$ cat src/design/dfb_pkg.sv
// ----------------------------------------------------------------------------
// dfb_pkg
// shared types, codes and helpers of the directional flame blur
// ----------------------------------------------------------------------------
package dfb_pkg;

    localparam logic OP_LOAD    = 1'b0;
    localparam logic OP_COMPUTE = 1'b1;

    localparam int CFG_INDEX_W = 2;
    localparam int CFG_DATA_W  = 24;

    localparam logic [CFG_INDEX_W-1:0] REG_PUPIL_CENTER_X = 2'd0;
    localparam logic [CFG_INDEX_W-1:0] REG_PUPIL_CENTER_Y = 2'd1;
    localparam logic [CFG_INDEX_W-1:0] REG_ARC_OFFSET     = 2'd2;
    localparam logic [CFG_INDEX_W-1:0] REG_ARC_RADIUS_SQ  = 2'd3;

    localparam logic [11:0] PUPIL_CENTER_X_RESET = 12'd1280;
    localparam logic [12:0] PUPIL_CENTER_Y_RESET = 13'd3840;
    localparam logic [11:0] ARC_OFFSET_RESET     = 12'd2184;
    localparam logic [23:0] ARC_RADIUS_SQ_RESET  = 24'd5019110;

    localparam int QUEUE_DEPTH = 2;

    typedef struct packed {
        logic [11:0] center_x;
        logic [12:0] center_y;
        logic [11:0] arc_offset;
        logic [23:0] radius_sq;
    } cfg_t;

    typedef enum logic [1:0] {
        CMD_LOAD,
        CMD_ZERO,
        CMD_COMPUTE
    } cmd_kind_t;

    typedef struct packed {
        cmd_kind_t   kind;
        logic [7:0]  heat;
        logic [11:0] map;
        logic        in_pupil;
    } cmd_info_t;

    typedef enum logic [1:0] {
        F_IDLE,
        F_CALC,
        F_PUSH
    } front_state_t;

    typedef enum logic [3:0] {
        B_IDLE,
        B_DECODE,
        B_READ,
        B_TAIL,
        B_DIV3,
        B_SCALE,
        B_RECIP,
        B_FIX,
        B_DONE
    } back_state_t;

    // stored step field: binary 10 saturates to minus one
    function automatic logic signed [1:0] step_of(input logic [1:0] bits);
        logic signed [1:0] s;
        case (bits)
            2'b00:   s = 2'sd0;
            2'b01:   s = 2'sd1;
            default: s = -2'sd1;
        endcase
        return s;
    endfunction

endpackage

$ cat src/design/dfb_queue.sv
// ----------------------------------------------------------------------------
// dfb_queue
// short command queue between the front and the back
// ----------------------------------------------------------------------------
module dfb_queue #(
    parameter int DATA_W = 40
) (
    input  logic              clk,
    input  logic              rst_n,
    input  logic              push_valid,
    output logic              push_ready,
    input  logic [DATA_W-1:0] push_data,
    output logic              pop_valid,
    input  logic              pop_ready,
    output logic [DATA_W-1:0] pop_data
);

    localparam int PTR_W = $clog2(dfb_pkg::QUEUE_DEPTH);
    localparam int CNT_W = $clog2(dfb_pkg::QUEUE_DEPTH + 1);
    localparam logic [CNT_W-1:0] FULL_C = CNT_W'(dfb_pkg::QUEUE_DEPTH);
    localparam logic [PTR_W-1:0] LAST_C = PTR_W'(dfb_pkg::QUEUE_DEPTH - 1);

    logic [DATA_W-1:0] slot_reg [dfb_pkg::QUEUE_DEPTH];
    logic [PTR_W-1:0]  wr_ptr_reg;
    logic [PTR_W-1:0]  wr_ptr_next;
    logic [PTR_W-1:0]  rd_ptr_reg;
    logic [PTR_W-1:0]  rd_ptr_next;
    logic [CNT_W-1:0]  count_reg;
    logic [CNT_W-1:0]  count_next;
    logic              do_push;
    logic              do_pop;

    assign push_ready = (count_reg != FULL_C);
    assign pop_valid  = (count_reg != '0);
    assign pop_data   = slot_reg[rd_ptr_reg];
    assign do_push    = push_valid && push_ready;
    assign do_pop     = pop_valid && pop_ready;

    always_comb
    begin
        wr_ptr_next = wr_ptr_reg;
        rd_ptr_next = rd_ptr_reg;
        count_next  = count_reg;
        if (do_push)
        begin
            wr_ptr_next = (wr_ptr_reg == LAST_C) ? '0 : wr_ptr_reg + 1'b1;
        end
        if (do_pop)
        begin
            rd_ptr_next = (rd_ptr_reg == LAST_C) ? '0 : rd_ptr_reg + 1'b1;
        end
        if (do_push && !do_pop)
        begin
            count_next = count_reg + 1'b1;
        end
        else if (do_pop && !do_push)
        begin
            count_next = count_reg - 1'b1;
        end
    end

    always_ff @(posedge clk or negedge rst_n)
    begin
        if (!rst_n)
        begin
            wr_ptr_reg <= '0;
            rd_ptr_reg <= '0;
            count_reg  <= '0;
        end
        else
        begin
            wr_ptr_reg <= wr_ptr_next;
            rd_ptr_reg <= rd_ptr_next;
            count_reg  <= count_next;
        end
    end

    always_ff @(posedge clk)
    begin
        if (do_push)
        begin
            slot_reg[wr_ptr_reg] <= push_data;
        end
    end

endmodule

$ cat config.mk
export PLATFORM = sky130hd
export DESIGN_NAME = dfb_queue
export DESIGN_NICKNAME = d
export VERILOG_FILES = /design/src/design/dfb_pkg.sv /design/src/design/dfb_queue.sv
export SDC_FILE = /design/constraint.sdc
export NUM_CORES = 1
export LEC_CHECK = 0
export ABC_CLOCK_PERIOD_IN_PS = 3600
export BUFFER_PORTS_ARGS = -buffer_cell sky130_fd_sc_hd__buf_2
export CORE_MARGIN = 3
export CORE_UTILIZATION = 40
export CTS_BUF_LIST = sky130_fd_sc_hd__clkbuf_8
export DETAILED_ROUTE_END_ITERATION = 10
export PLACE_DENSITY = 0.65
export REMOVE_ABC_BUFFERS = 1
export SLEW_MARGIN = 25
export SYNTH_ARGS = -nofsm -noshare
export SYNTH_HDL_FRONTEND = slang
export SYNTH_SLANG_ARGS = --single-unit
$ cat constraint.sdc
create_clock -name clk -period 3.6 [get_ports clk]
set_input_delay 0.18 -clock clk [delete_from_list [all_inputs] [get_ports clk]]
set_output_delay 0.18 -clock clk [all_outputs]
set_load 0.02 [all_outputs]
==> impl_metrics.ini <==
[yosys]
ys_async_sr_fraction_pct = 4.762
ys_seq_elements = 84
yosys_most_used_dff = edfxtp_1
synth_edf_count = 80
ys_seq_area_share_pct = 76.19
ys_types = 15
syn_avg_cell_area_sq_um = 22.97
yosys-top-cells-count = edfxtp_1, mux2_4, buf_12, dfrtp_1, xnor2_1
yosys.area.top_type = edfxtp_1
synth_top_area_share_pct = 73.14
synth_cells = 143
synth_area_sq_um = 3284
yosys_warnings = 0
synth_most_common_cell = edfxtp_1
yosys-top-cells-area = edfxtp_1, mux2_4, dfrtp_1

[run_status]
outcome = completed

[global_routing]
grt_max_degree = 41
grt_remaining_overflow = 0
grt_pass1_vias = 1680
grt_usage_pct = 11.57
grt_first_pass_wirelength_mm = 8.355
antenna_found_initial = 0

[power_and_ir_drop]
p_seq_share_pct = 44.8
clockPowerShare_pct = 17.5
switchingPower_mw = 1.076
power.density_nw_per_um2 = 805.3
power.share.switching_pct = 33.50
p_leak_nw = 1.609
ir_worst_vdd_mv = 0.3738
totalPowerFinal_mw = 3.213
internal-power_mw = 2.137
p_comb_share_pct = 37.7

[layout]
utilization_pct = 50.85
syn_to_final_growth_pct = 21.49
largest_reg_flops = 80
final_area_sq_um = 3990
drive_above_1_share_pct = 58.94
n_antenna_cell = 0
fin_nets = 286
instances_no_fill = 348

[clocking]
h-tree-depth = 3
cts.reportedPaths.clkPinSlew_ns = 0.09
insertion_delay_ns = 0.34
cts.path.max_buffers = 2
cts_buffers = 9
cts.sinks = 84
clk_root_buffer_cell = clkbuf_8
cts_tree = yes
cts_setup_buffers = 0

[die]
initial_core_util_pct = 41.85
io_pins = 86
chipWidth_um = 96.62
die_h_um = 96.62
core_sq_um = 7848
die_area_sq_um = 9334
fp-row-count = 32

[critical_path]
r2r_setup_slack_ns = 1.62
cp.arrival_ns = 2.07
path_max_fanout = 29
startpoint = rd_ptr_reg
critPathCaptureType = primary output
cp_data_required_time_ns = 3.42
worstReg2RegStart = count_reg[0]
regToRegEndpoint = slot_reg[0][31]
crit_path_end = pop_data[19]
rr_worst_depth = 4
critPathLaunchType = flip-flop
critPathKind = flip-flop to primary output

[placed_design]
hpwl_mm = 3.541
post-place-ws_ns = 1.564
place_area_sq_um = 3771
place_congestion = 0.7075
port_buffers = 85
place_inst = 327

[sta]
worst_slew_pin_slew_ns = 0.9598
finalMaxSlewViolations = 0
fmax_ghz = 0.4444
slew_headroom_pct = 36.01
setup_slack_ns = 1.350
hold_violations = 0
finalClockSkew_ns = 0.01157
grt_setup_unrepaired = no
period_minus_slack_ns = 2.250
fin_setup_tns_ns = 0
setup-violations-final = 0
fin_hold_ws_ns = 0.02138
timing.final.crit_share_pct = 62.51

[routing]
drt_pass1_iterations = 4
post-route-drc-count = 0
postRouteWirelength_mm = 5.236
wire_per_inst_um = 15.05
num_vias = 1583
via_per_inst = 4.549
drt_iter0_markers = 43
ant_nets = 0

[flow_run]
drv_cap = 0

[hold_path]
hp-class = primary input to flip-flop
power by group through the flow:
stage / clock, mW / sequential [mW] / combinational, mW
2_1_floorplan: 0 / 1.51 / 0.851
3_3_place_gp: 0 / 1.45 / 1.23
3_5_place_dp: 0 / 1.47 / 1.23
4_1_cts: 0.585 / 1.45 / 1.24
5_1_grt: 0.637 / 1.47 / 1.29
6_report: 0.562 / 1.44 / 1.21
layout by cell type (no fill, tap or decap):
cell type	instances
and3_2	1
buf_2	85
buf_4	2
clkbuf_8	9
clkinv_2	2
clkinv_4	1
clkinvlp_4	3
dfrtp_1	3
dfrtp_2	1
dlygate4sd3_1	5
edfxtp_1	80
ha_1	1
inv_1	2
mux2_2	1
mux2_4	39
nand2_1	2
nand2b_1	1
nor2_1	1
nor2_4	1
or2_1	1
xnor2_1	3
xor2_1	2
worst min path at each step:
stage	from	end	slack (ns)	cells after the start
3_3_place_gp	rst_n	count_reg[1]	-0.007	1
6_report	push_data[1]	slot_reg[0][1]	0.02	1
4_1_cts	push_data[13]	slot_reg[1][13]	0.0008	1
3_5_place_dp	rst_n	count_reg[1]	-0.006	1
5_1_grt	push_data[8]	slot_reg[0][8]	0.0002	1
2_1_floorplan	rst_n	count_reg[0]	-0.12	0
worst max-delay path, cell delays in order (launching register included):
cell and delay (ns):
dfrtp_2 0.62, buf_4 0.53, mux2_2 0.40, buf_2 0.16
layout make-up:
class / count / area (sq um)
fill: 682 / 3857
sequential: 84 / 2504
multi-input combinational: 53 / 695.7
timing repair buffer: 92 / 490.5
tap: 102 / 127.6
clock buffer: 9 / 123.9
clock inverter: 7 / 45.04
inverter: 1 / 3.754
per-layer routing:
layer	share of wire (%)	global-route usage, %	up-vias
li1	-	-	745
met1	44	14.93	766
met2	48	17.78	66
met3	7.2	3.461	6
met4	1.1	5.832	0
met5	0	0	-
logic make-up after synthesis:
logic type / Yosys count / synth area share [%]
flip-flops: 84 / 76.19
multiplexers: 40 / 18.17
AND/OR/NAND/NOR: 7 / 1.029
buffers and inverters: 6 / 2.895
XOR/XNOR: 5 / 1.334
adder cells (fa/ha/maj): 1 / 0.3809
what timing repair did:
action | in CTS | in global routing
endpoints found under the hold margin | 10 | 2
hold buffers | 4 | 1
resized for setup | 0 | 0
Note: power is estimated with default switching activity, not from simulation.
