**src/design/dfb_pkg.sv**
```systemverilog
// ----------------------------------------------------------------------------
// dfb_pkg
// shared types, codes and helpers of the directional flame blur
// ----------------------------------------------------------------------------
package dfb_pkg;

    localparam logic OP_LOAD    = 1'b0;
    localparam logic OP_COMPUTE = 1'b1;

    localparam int CFG_INDEX_W = 2;
    localparam int CFG_DATA_W  = 24;

    localparam logic [CFG_INDEX_W-1:0] REG_PUPIL_CENTER_X = 2'd0;
    localparam logic [CFG_INDEX_W-1:0] REG_PUPIL_CENTER_Y = 2'd1;
    localparam logic [CFG_INDEX_W-1:0] REG_ARC_OFFSET     = 2'd2;
    localparam logic [CFG_INDEX_W-1:0] REG_ARC_RADIUS_SQ  = 2'd3;

    localparam logic [11:0] PUPIL_CENTER_X_RESET = 12'd1280;
    localparam logic [12:0] PUPIL_CENTER_Y_RESET = 13'd3840;
    localparam logic [11:0] ARC_OFFSET_RESET     = 12'd2184;
    localparam logic [23:0] ARC_RADIUS_SQ_RESET  = 24'd5019110;

    localparam int QUEUE_DEPTH = 2;

    typedef struct packed {
        logic [11:0] center_x;
        logic [12:0] center_y;
        logic [11:0] arc_offset;
        logic [23:0] radius_sq;
    } cfg_t;

    typedef enum logic [1:0] {
        CMD_LOAD,
        CMD_ZERO,
        CMD_COMPUTE
    } cmd_kind_t;

    typedef struct packed {
        cmd_kind_t   kind;
        logic [7:0]  heat;
        logic [11:0] map;
        logic        in_pupil;
    } cmd_info_t;

    typedef enum logic [1:0] {
        F_IDLE,
        F_CALC,
        F_PUSH
    } front_state_t;

    typedef enum logic [3:0] {
        B_IDLE,
        B_DECODE,
        B_READ,
        B_TAIL,
        B_DIV3,
        B_SCALE,
        B_RECIP,
        B_FIX,
        B_DONE
    } back_state_t;

    // stored step field: binary 10 saturates to minus one
    function automatic logic signed [1:0] step_of(input logic [1:0] bits);
        logic signed [1:0] s;
        case (bits)
            2'b00:   s = 2'sd0;
            2'b01:   s = 2'sd1;
            default: s = -2'sd1;
        endcase
        return s;
    endfunction

endpackage

```
**src/design/dfb_front.sv**
```systemverilog
// ----------------------------------------------------------------------------
// dfb_front
// takes input words, works out frame index, border and pupil, queues commands
// ----------------------------------------------------------------------------
module dfb_front #(
    parameter int FRAME_WIDTH  = 160,
    parameter int FRAME_HEIGHT = 480,
    parameter int IDX_W        = 17
) (
    input  logic                    clk,
    input  logic                    rst_n,
    input  dfb_pkg::cfg_t           cfg,
    input  logic                    in_valid,
    output logic                    in_ready,
    input  logic                    op,
    input  logic [7:0]              column,
    input  logic [8:0]              row,
    input  logic [7:0]              heat_value,
    input  logic signed [1:0]       step_x,
    input  logic signed [1:0]       step_y,
    input  logic [7:0]              edge_distance,
    output logic                    push_valid,
    input  logic                    push_ready,
    output dfb_pkg::cmd_info_t      push_info,
    output logic [IDX_W-1:0]        push_idx
);

    dfb_pkg::front_state_t state_reg;
    dfb_pkg::front_state_t state_next;

    logic              op_reg;
    logic [7:0]        column_reg;
    logic [8:0]        row_reg;
    logic [7:0]        heat_reg;
    logic [11:0]       map_reg;
    logic [IDX_W-1:0]  idx_reg;
    logic [27:0]       a2_reg;
    logic [27:0]       b2_reg;
    logic [27:0]       dy2_reg;

    logic              accept;
    logic [14:0]       x16;
    logic [14:0]       y16;
    logic signed [14:0] arc_a;
    logic signed [14:0] arc_b;
    logic signed [14:0] dy;
    logic signed [29:0] a2_full;
    logic signed [29:0] b2_full;
    logic signed [29:0] dy2_full;
    logic [IDX_W-1:0]  idx_next;
    logic [28:0]       sum_a;
    logic [28:0]       sum_b;
    logic              in_pupil;
    logic              in_frame;
    logic              border;
    logic              drop;

    assign accept = in_valid && in_ready;

    // pupil geometry in sixteenths of a pixel
    assign x16      = {3'b000, column_reg, 4'b0000};
    assign y16      = {2'b00, row_reg, 4'b0000};
    assign arc_a    = signed'(x16 - {3'b000, cfg.center_x} + {3'b000, cfg.arc_offset});
    assign arc_b    = signed'(x16 - {3'b000, cfg.center_x} - {3'b000, cfg.arc_offset});
    assign dy       = signed'(y16 - {2'b00, cfg.center_y});
    assign a2_full  = arc_a * arc_a;
    assign b2_full  = arc_b * arc_b;
    assign dy2_full = dy * dy;
    assign idx_next = IDX_W'(32'(row_reg) * FRAME_WIDTH + 32'(column_reg));

    assign sum_a    = 29'(a2_reg) + 29'(dy2_reg);
    assign sum_b    = 29'(b2_reg) + 29'(dy2_reg);
    assign in_pupil = (sum_a <= 29'(cfg.radius_sq)) && (sum_b <= 29'(cfg.radius_sq));

    assign in_frame = (32'(column_reg) < FRAME_WIDTH) && (32'(row_reg) < FRAME_HEIGHT);
    assign border   = (column_reg == '0) || (32'(column_reg) >= FRAME_WIDTH - 1)
                   || (row_reg == '0) || (32'(row_reg) >= FRAME_HEIGHT - 1);
    assign drop     = (op_reg == dfb_pkg::OP_LOAD) && !in_frame;

    always_comb
    begin
        state_next = state_reg;
        unique case (state_reg)
            dfb_pkg::F_IDLE:
            begin
                if (accept)
                begin
                    state_next = dfb_pkg::F_CALC;
                end
            end
            dfb_pkg::F_CALC:
            begin
                state_next = dfb_pkg::F_PUSH;
            end
            dfb_pkg::F_PUSH:
            begin
                if (drop || push_ready)
                begin
                    state_next = dfb_pkg::F_IDLE;
                end
            end
            default:
            begin
                state_next = dfb_pkg::F_IDLE;
            end
        endcase
    end

    always_comb
    begin
        in_ready   = 1'b0;
        push_valid = 1'b0;
        unique case (state_reg)
            dfb_pkg::F_IDLE:
            begin
                in_ready = 1'b1;
            end
            dfb_pkg::F_CALC:
            begin
                in_ready = 1'b0;
            end
            dfb_pkg::F_PUSH:
            begin
                push_valid = !drop;
            end
            default:
            begin
                in_ready = 1'b0;
            end
        endcase
    end

    always_comb
    begin
        push_info.heat     = heat_reg;
        push_info.map      = map_reg;
        push_info.in_pupil = in_pupil;
        if (op_reg == dfb_pkg::OP_LOAD)
        begin
            push_info.kind = dfb_pkg::CMD_LOAD;
        end
        else if (border)
        begin
            push_info.kind = dfb_pkg::CMD_ZERO;
        end
        else
        begin
            push_info.kind = dfb_pkg::CMD_COMPUTE;
        end
    end

    assign push_idx = idx_reg;

    always_ff @(posedge clk or negedge rst_n)
    begin
        if (!rst_n)
        begin
            state_reg <= dfb_pkg::F_IDLE;
        end
        else
        begin
            state_reg <= state_next;
        end
    end

    always_ff @(posedge clk)
    begin
        if (accept)
        begin
            op_reg     <= op;
            column_reg <= column;
            row_reg    <= row;
            heat_reg   <= heat_value;
            map_reg    <= {edge_distance, step_y, step_x};
        end
        if (state_reg == dfb_pkg::F_CALC)
        begin
            idx_reg <= idx_next;
            a2_reg  <= a2_full[27:0];
            b2_reg  <= b2_full[27:0];
            dy2_reg <= dy2_full[27:0];
        end
    end

endmodule

```
**config.mk**
```make
export PLATFORM = sky130hd
export DESIGN_NAME = dfb_front
export DESIGN_NICKNAME = d
export VERILOG_FILES = /design/src/design/dfb_pkg.sv /design/src/design/dfb_front.sv
export SDC_FILE = /design/constraint.sdc
export NUM_CORES = 2
export LEC_CHECK = 0
export ABC_CLOCK_PERIOD_IN_PS = 8000
export BUFFER_PORTS_ARGS = -buffer_cell sky130_fd_sc_hd__clkbuf_2
export CAP_MARGIN = 30
export CORE_MARGIN = 5
export CORE_UTILIZATION = 59
export DETAILED_ROUTE_END_ITERATION = 12
export GPL_TIMING_DRIVEN = 0
export MAX_ROUTING_LAYER = met4
export PLACE_DENSITY = 0.8
export SYNTH_ARGS = -nofsm -noshare
export SYNTH_HDL_FRONTEND = slang
export SYNTH_SLANG_ARGS = --single-unit
export TNS_END_PERCENT = 1
```
**constraint.sdc**
```tcl
create_clock -name clk -period 8 [get_ports clk]
set_clock_uncertainty 0.1 [all_clocks]
set_input_delay 1.2 -clock clk [delete_from_list [all_inputs] [get_ports clk]]
set_output_delay 1.2 -clock clk [all_outputs]
set_load 0.01 [all_outputs]
```
==> results.tsv <==
stage	metric	value	unit
sta	rsz0062_at_grt	true	
floorplan	num_rows	83	
critical_path	cp-start-kind	input pin	
cts	cts_tree	done	
sta	finalHoldViolCount	0	
critical_path	cp.required	8.06	ns
critical_path	cpLargestDelayFamily	adder cells	
floorplan	core-area	0.05120	sq mm
layout	layout_common_cells	inv_1, fa_1, ha_1, nor2_1, nand2_1	
cts	clk_pin_slew	0.06	ns
logic_synthesis	ys_warn_count	0	
routing	drt_iter0_markers	1503	
cts	numCtsBuffers	17	
logic_synthesis	synth_cell_type_count	88	
sta	worstMarginPinSlew	1.064	ns
sta	slew_violations	0	
global_routing	grt_overflow_total	0	
critical_path	path_buf_inv	9	
layout	area_growth	12.91	%
status	status	complete, but fails checks	
cts	cts_buffer_depth	2	
run	drv_cap	0	
logic_synthesis	yosysSeqAreaShare	0.1347	
layout	fin_area	0.03440	sq mm
routing	wl_per_cell	17.70	um
sta	min_period	9.476	ns
place	placed_area	0.03230	sq mm
routing	vias_per_cell	5.589	
logic_synthesis	ys_async_sr_fraction	0.01460	
layout	fillerInstances	3853	
worst_hold_path	hp-class	in -> async	
layout	drive_gt1_frac	0.1349	
logic_synthesis	ys.flop_type	edfxtp_1	
place	place_inst	4013	
layout	mostFrequentLayoutCell	inv_1	
sta	setup_viol	43	
routing	drc	0	
global_routing	grt_pass1_wl	118500	um
logic_synthesis	synth_cells	3182	
place	place_ws	-2.599	ns
logic_synthesis	syn_area	0.03047	sq mm
status	violations	setup timing	
routing	ant_nets	0	
routing	vias	22870	
sta	worst_slack	-1.476	ns
layout	fin_nets	4413	
floorplan	start_util	0.5951	
floorplan	die-area	0.05629	sq mm
place	hpwl	59000	um
sta	max_freq	105.5	MHz
global_routing	antenna_found_initial	1	
floorplan	die_h	237.2	um
floorplan	io_pins	145	
critical_path	cp_max_fo	3	
global_routing	grt_pass1_vias	24200	
sta	finalSetupTns	-32.38	ns
global_routing	grt_max_degree	39	
floorplan	die_w	237.2	um
logic_synthesis	synth_seq_cells	137	
logic_synthesis	synth-edff-count	135	
layout	final_cell_count_no_fill	4092	
critical_path	critPathCaptureType	flip-flop	
sta	fin_crit_sh	1.184	
cts	clock-root-buffer	clkbuf_16	
critical_path	max_stage_delay	0.54	ns
critical_path	crit_type	in -> reg	
critical_path	arrival	9.53	ns
critical_path	crit_top_cell	fa_1	
cts	cts_num_sinks	137	
critical_path	crit_slowest_cell	fa_1	
logic_synthesis	avgSynthCellArea	9.575	sq um
routing	first_pass_iters	5	
routing	routed_wl	72430	um
place	port_buffers	144	
cts	clock_latency	0.45	ns
place	place_congestion	0.9615	
sta	timing.slew.headroom	0.2853	
global_routing	grt_usage	0.2670	
cts	cts-htree-levels	4	
## synthesized netlist by cell type (4+ instances only)
cell / count / area, sq um
nand4_1: 15 / 93.84
a211o_1: 7 / 61.31
inv_2: 11 / 41.29
or3_1: 11 / 68.82
a2111oi_0: 7 / 61.31
o211ai_1: 5 / 37.54
nand3b_1: 4 / 30.03
o21ai_1: 12 / 60.06
clkbuf_1: 32 / 120.1
edfxtp_1: 135 / 4054
nor3b_1: 6 / 45.04
and3_1: 20 / 125.1
fa_1: 541 / 10830
o21bai_1: 30 / 225.2
or2_2: 4 / 25.02
o21ai_0: 60 / 300.3
xnor2_1: 151 / 1323
nand3_1: 34 / 170.2
a21oi_1: 123 / 615.6
ha_1: 370 / 4629
o21a_1: 23 / 172.7
inv_1: 746 / 2800
o22ai_1: 6 / 37.54
a211oi_1: 17 / 127.6
and2_1: 37 / 231.5
nor4_1: 8 / 50.05
nand2b_1: 35 / 219.0
xor2_1: 48 / 420.4
nor2_1: 228 / 855.8
o2111ai_1: 4 / 35.03
a31o_2: 6 / 52.55
a21o_1: 57 / 427.9
clkinv_1: 9 / 33.78
a31oi_1: 18 / 112.6
o221ai_1: 4 / 35.03
a221oi_1: 6 / 52.55
nand2_1: 220 / 825.8
nor3_1: 36 / 180.2
nor2b_1: 17 / 106.4
buf_2: 8 / 40.04
## worst reg2reg max path: cells and delay by family (launching register included)
kind | cells | cell delay (ns)
XOR/XNOR | 3 | 0.48
adder cells (fa/ha/maj) | 9 | 3.97
AND/OR/NAND/NOR | 7 | 1.21
AO/OA/AOI/OAI | 10 | 2.07
buffers and inverters | 7 | 0.58
flip-flops | 1 | 0.55
## final cells by class
type                    count  area (sq um)  share of cell area
multi-input cells        2234         24420              0.7097
flip-flops and latches    137          4104              0.1193
inverters                 766          2890             0.08402
repair buffers            198          1204             0.03499
well taps                 680         850.8             0.02473
clock buffers              18         429.2             0.01248
plain buffers              45         334.1            0.009711
clock inverters            13         171.4            0.004983
diodes                      1         2.502          0.00007274
## timing repair
action | 4_1_cts | 5_1_grt
gates resized for setup | 123 | 117
setup buffers | 35 | 14
endpoints found under the setup margin | 56 | 58
hold buffers | 0 | 0
pin swaps | 62 | 68
## path summary, 6_finish.rpt
kind                               startpoint  slack [ns]  depth (start not counted)           end
worst max-delay path                  cfg[53]       -1.48                         38    a2_reg[26]
worst min-delay path                    rst_n        0.44                          1  state_reg[0]
worst max register to register  column_reg[0]       -1.26                         36    a2_reg[26]
worst min register to register  column_reg[3]        0.47                          0   push_idx[3]
max in group asynchronous               rst_n        7.27                          1  state_reg[1]
min in group clk                column_reg[3]        0.47                          0   push_idx[3]
## metrics by stage
stage | hold slack (ns) | utilization
global placement | 0.4680 | 0.6291
CTS | 0.4169 | 0.6592
finish | 0.4360 | 0.6719
global route | 0.4263 | 0.6719
floorplan | 0.3705 | -
detailed placement | 0.4720 | 0.6309
## cell families (layout without fill, tap and decap cells)
logic type / after synthesis / in the layout / share of synthesized area
fa+ha+maj: 911 / 911 / 0.5074
buf+inv: 812 / 1040 / 0.1010
mux: 2 / 2 / 0.0006981
simple gates: 691 / 691 / 0.1041
flops: 137 / 137 / 0.1347
compound gates: 425 / 425 / 0.09265
other cells: 1 / 3 / 0.0001231
xor+xnor: 203 / 203 / 0.05934
## layer usage
metal | track usage | part of all wire | vias to the layer above
met2 | 0.4456 | 0.49 | 847
met4 | 0.07067 | 0.033 | 0
li1 | - | - | 10510
met3 | 0.04246 | 0.074 | 183
met5 | - | 0 | -
met1 | 0.3442 | 0.40 | 11330
Power is left out: the tool's default activity adds up to more than one toggle a clock period on the data nets, which glitch-free logic cannot reach.
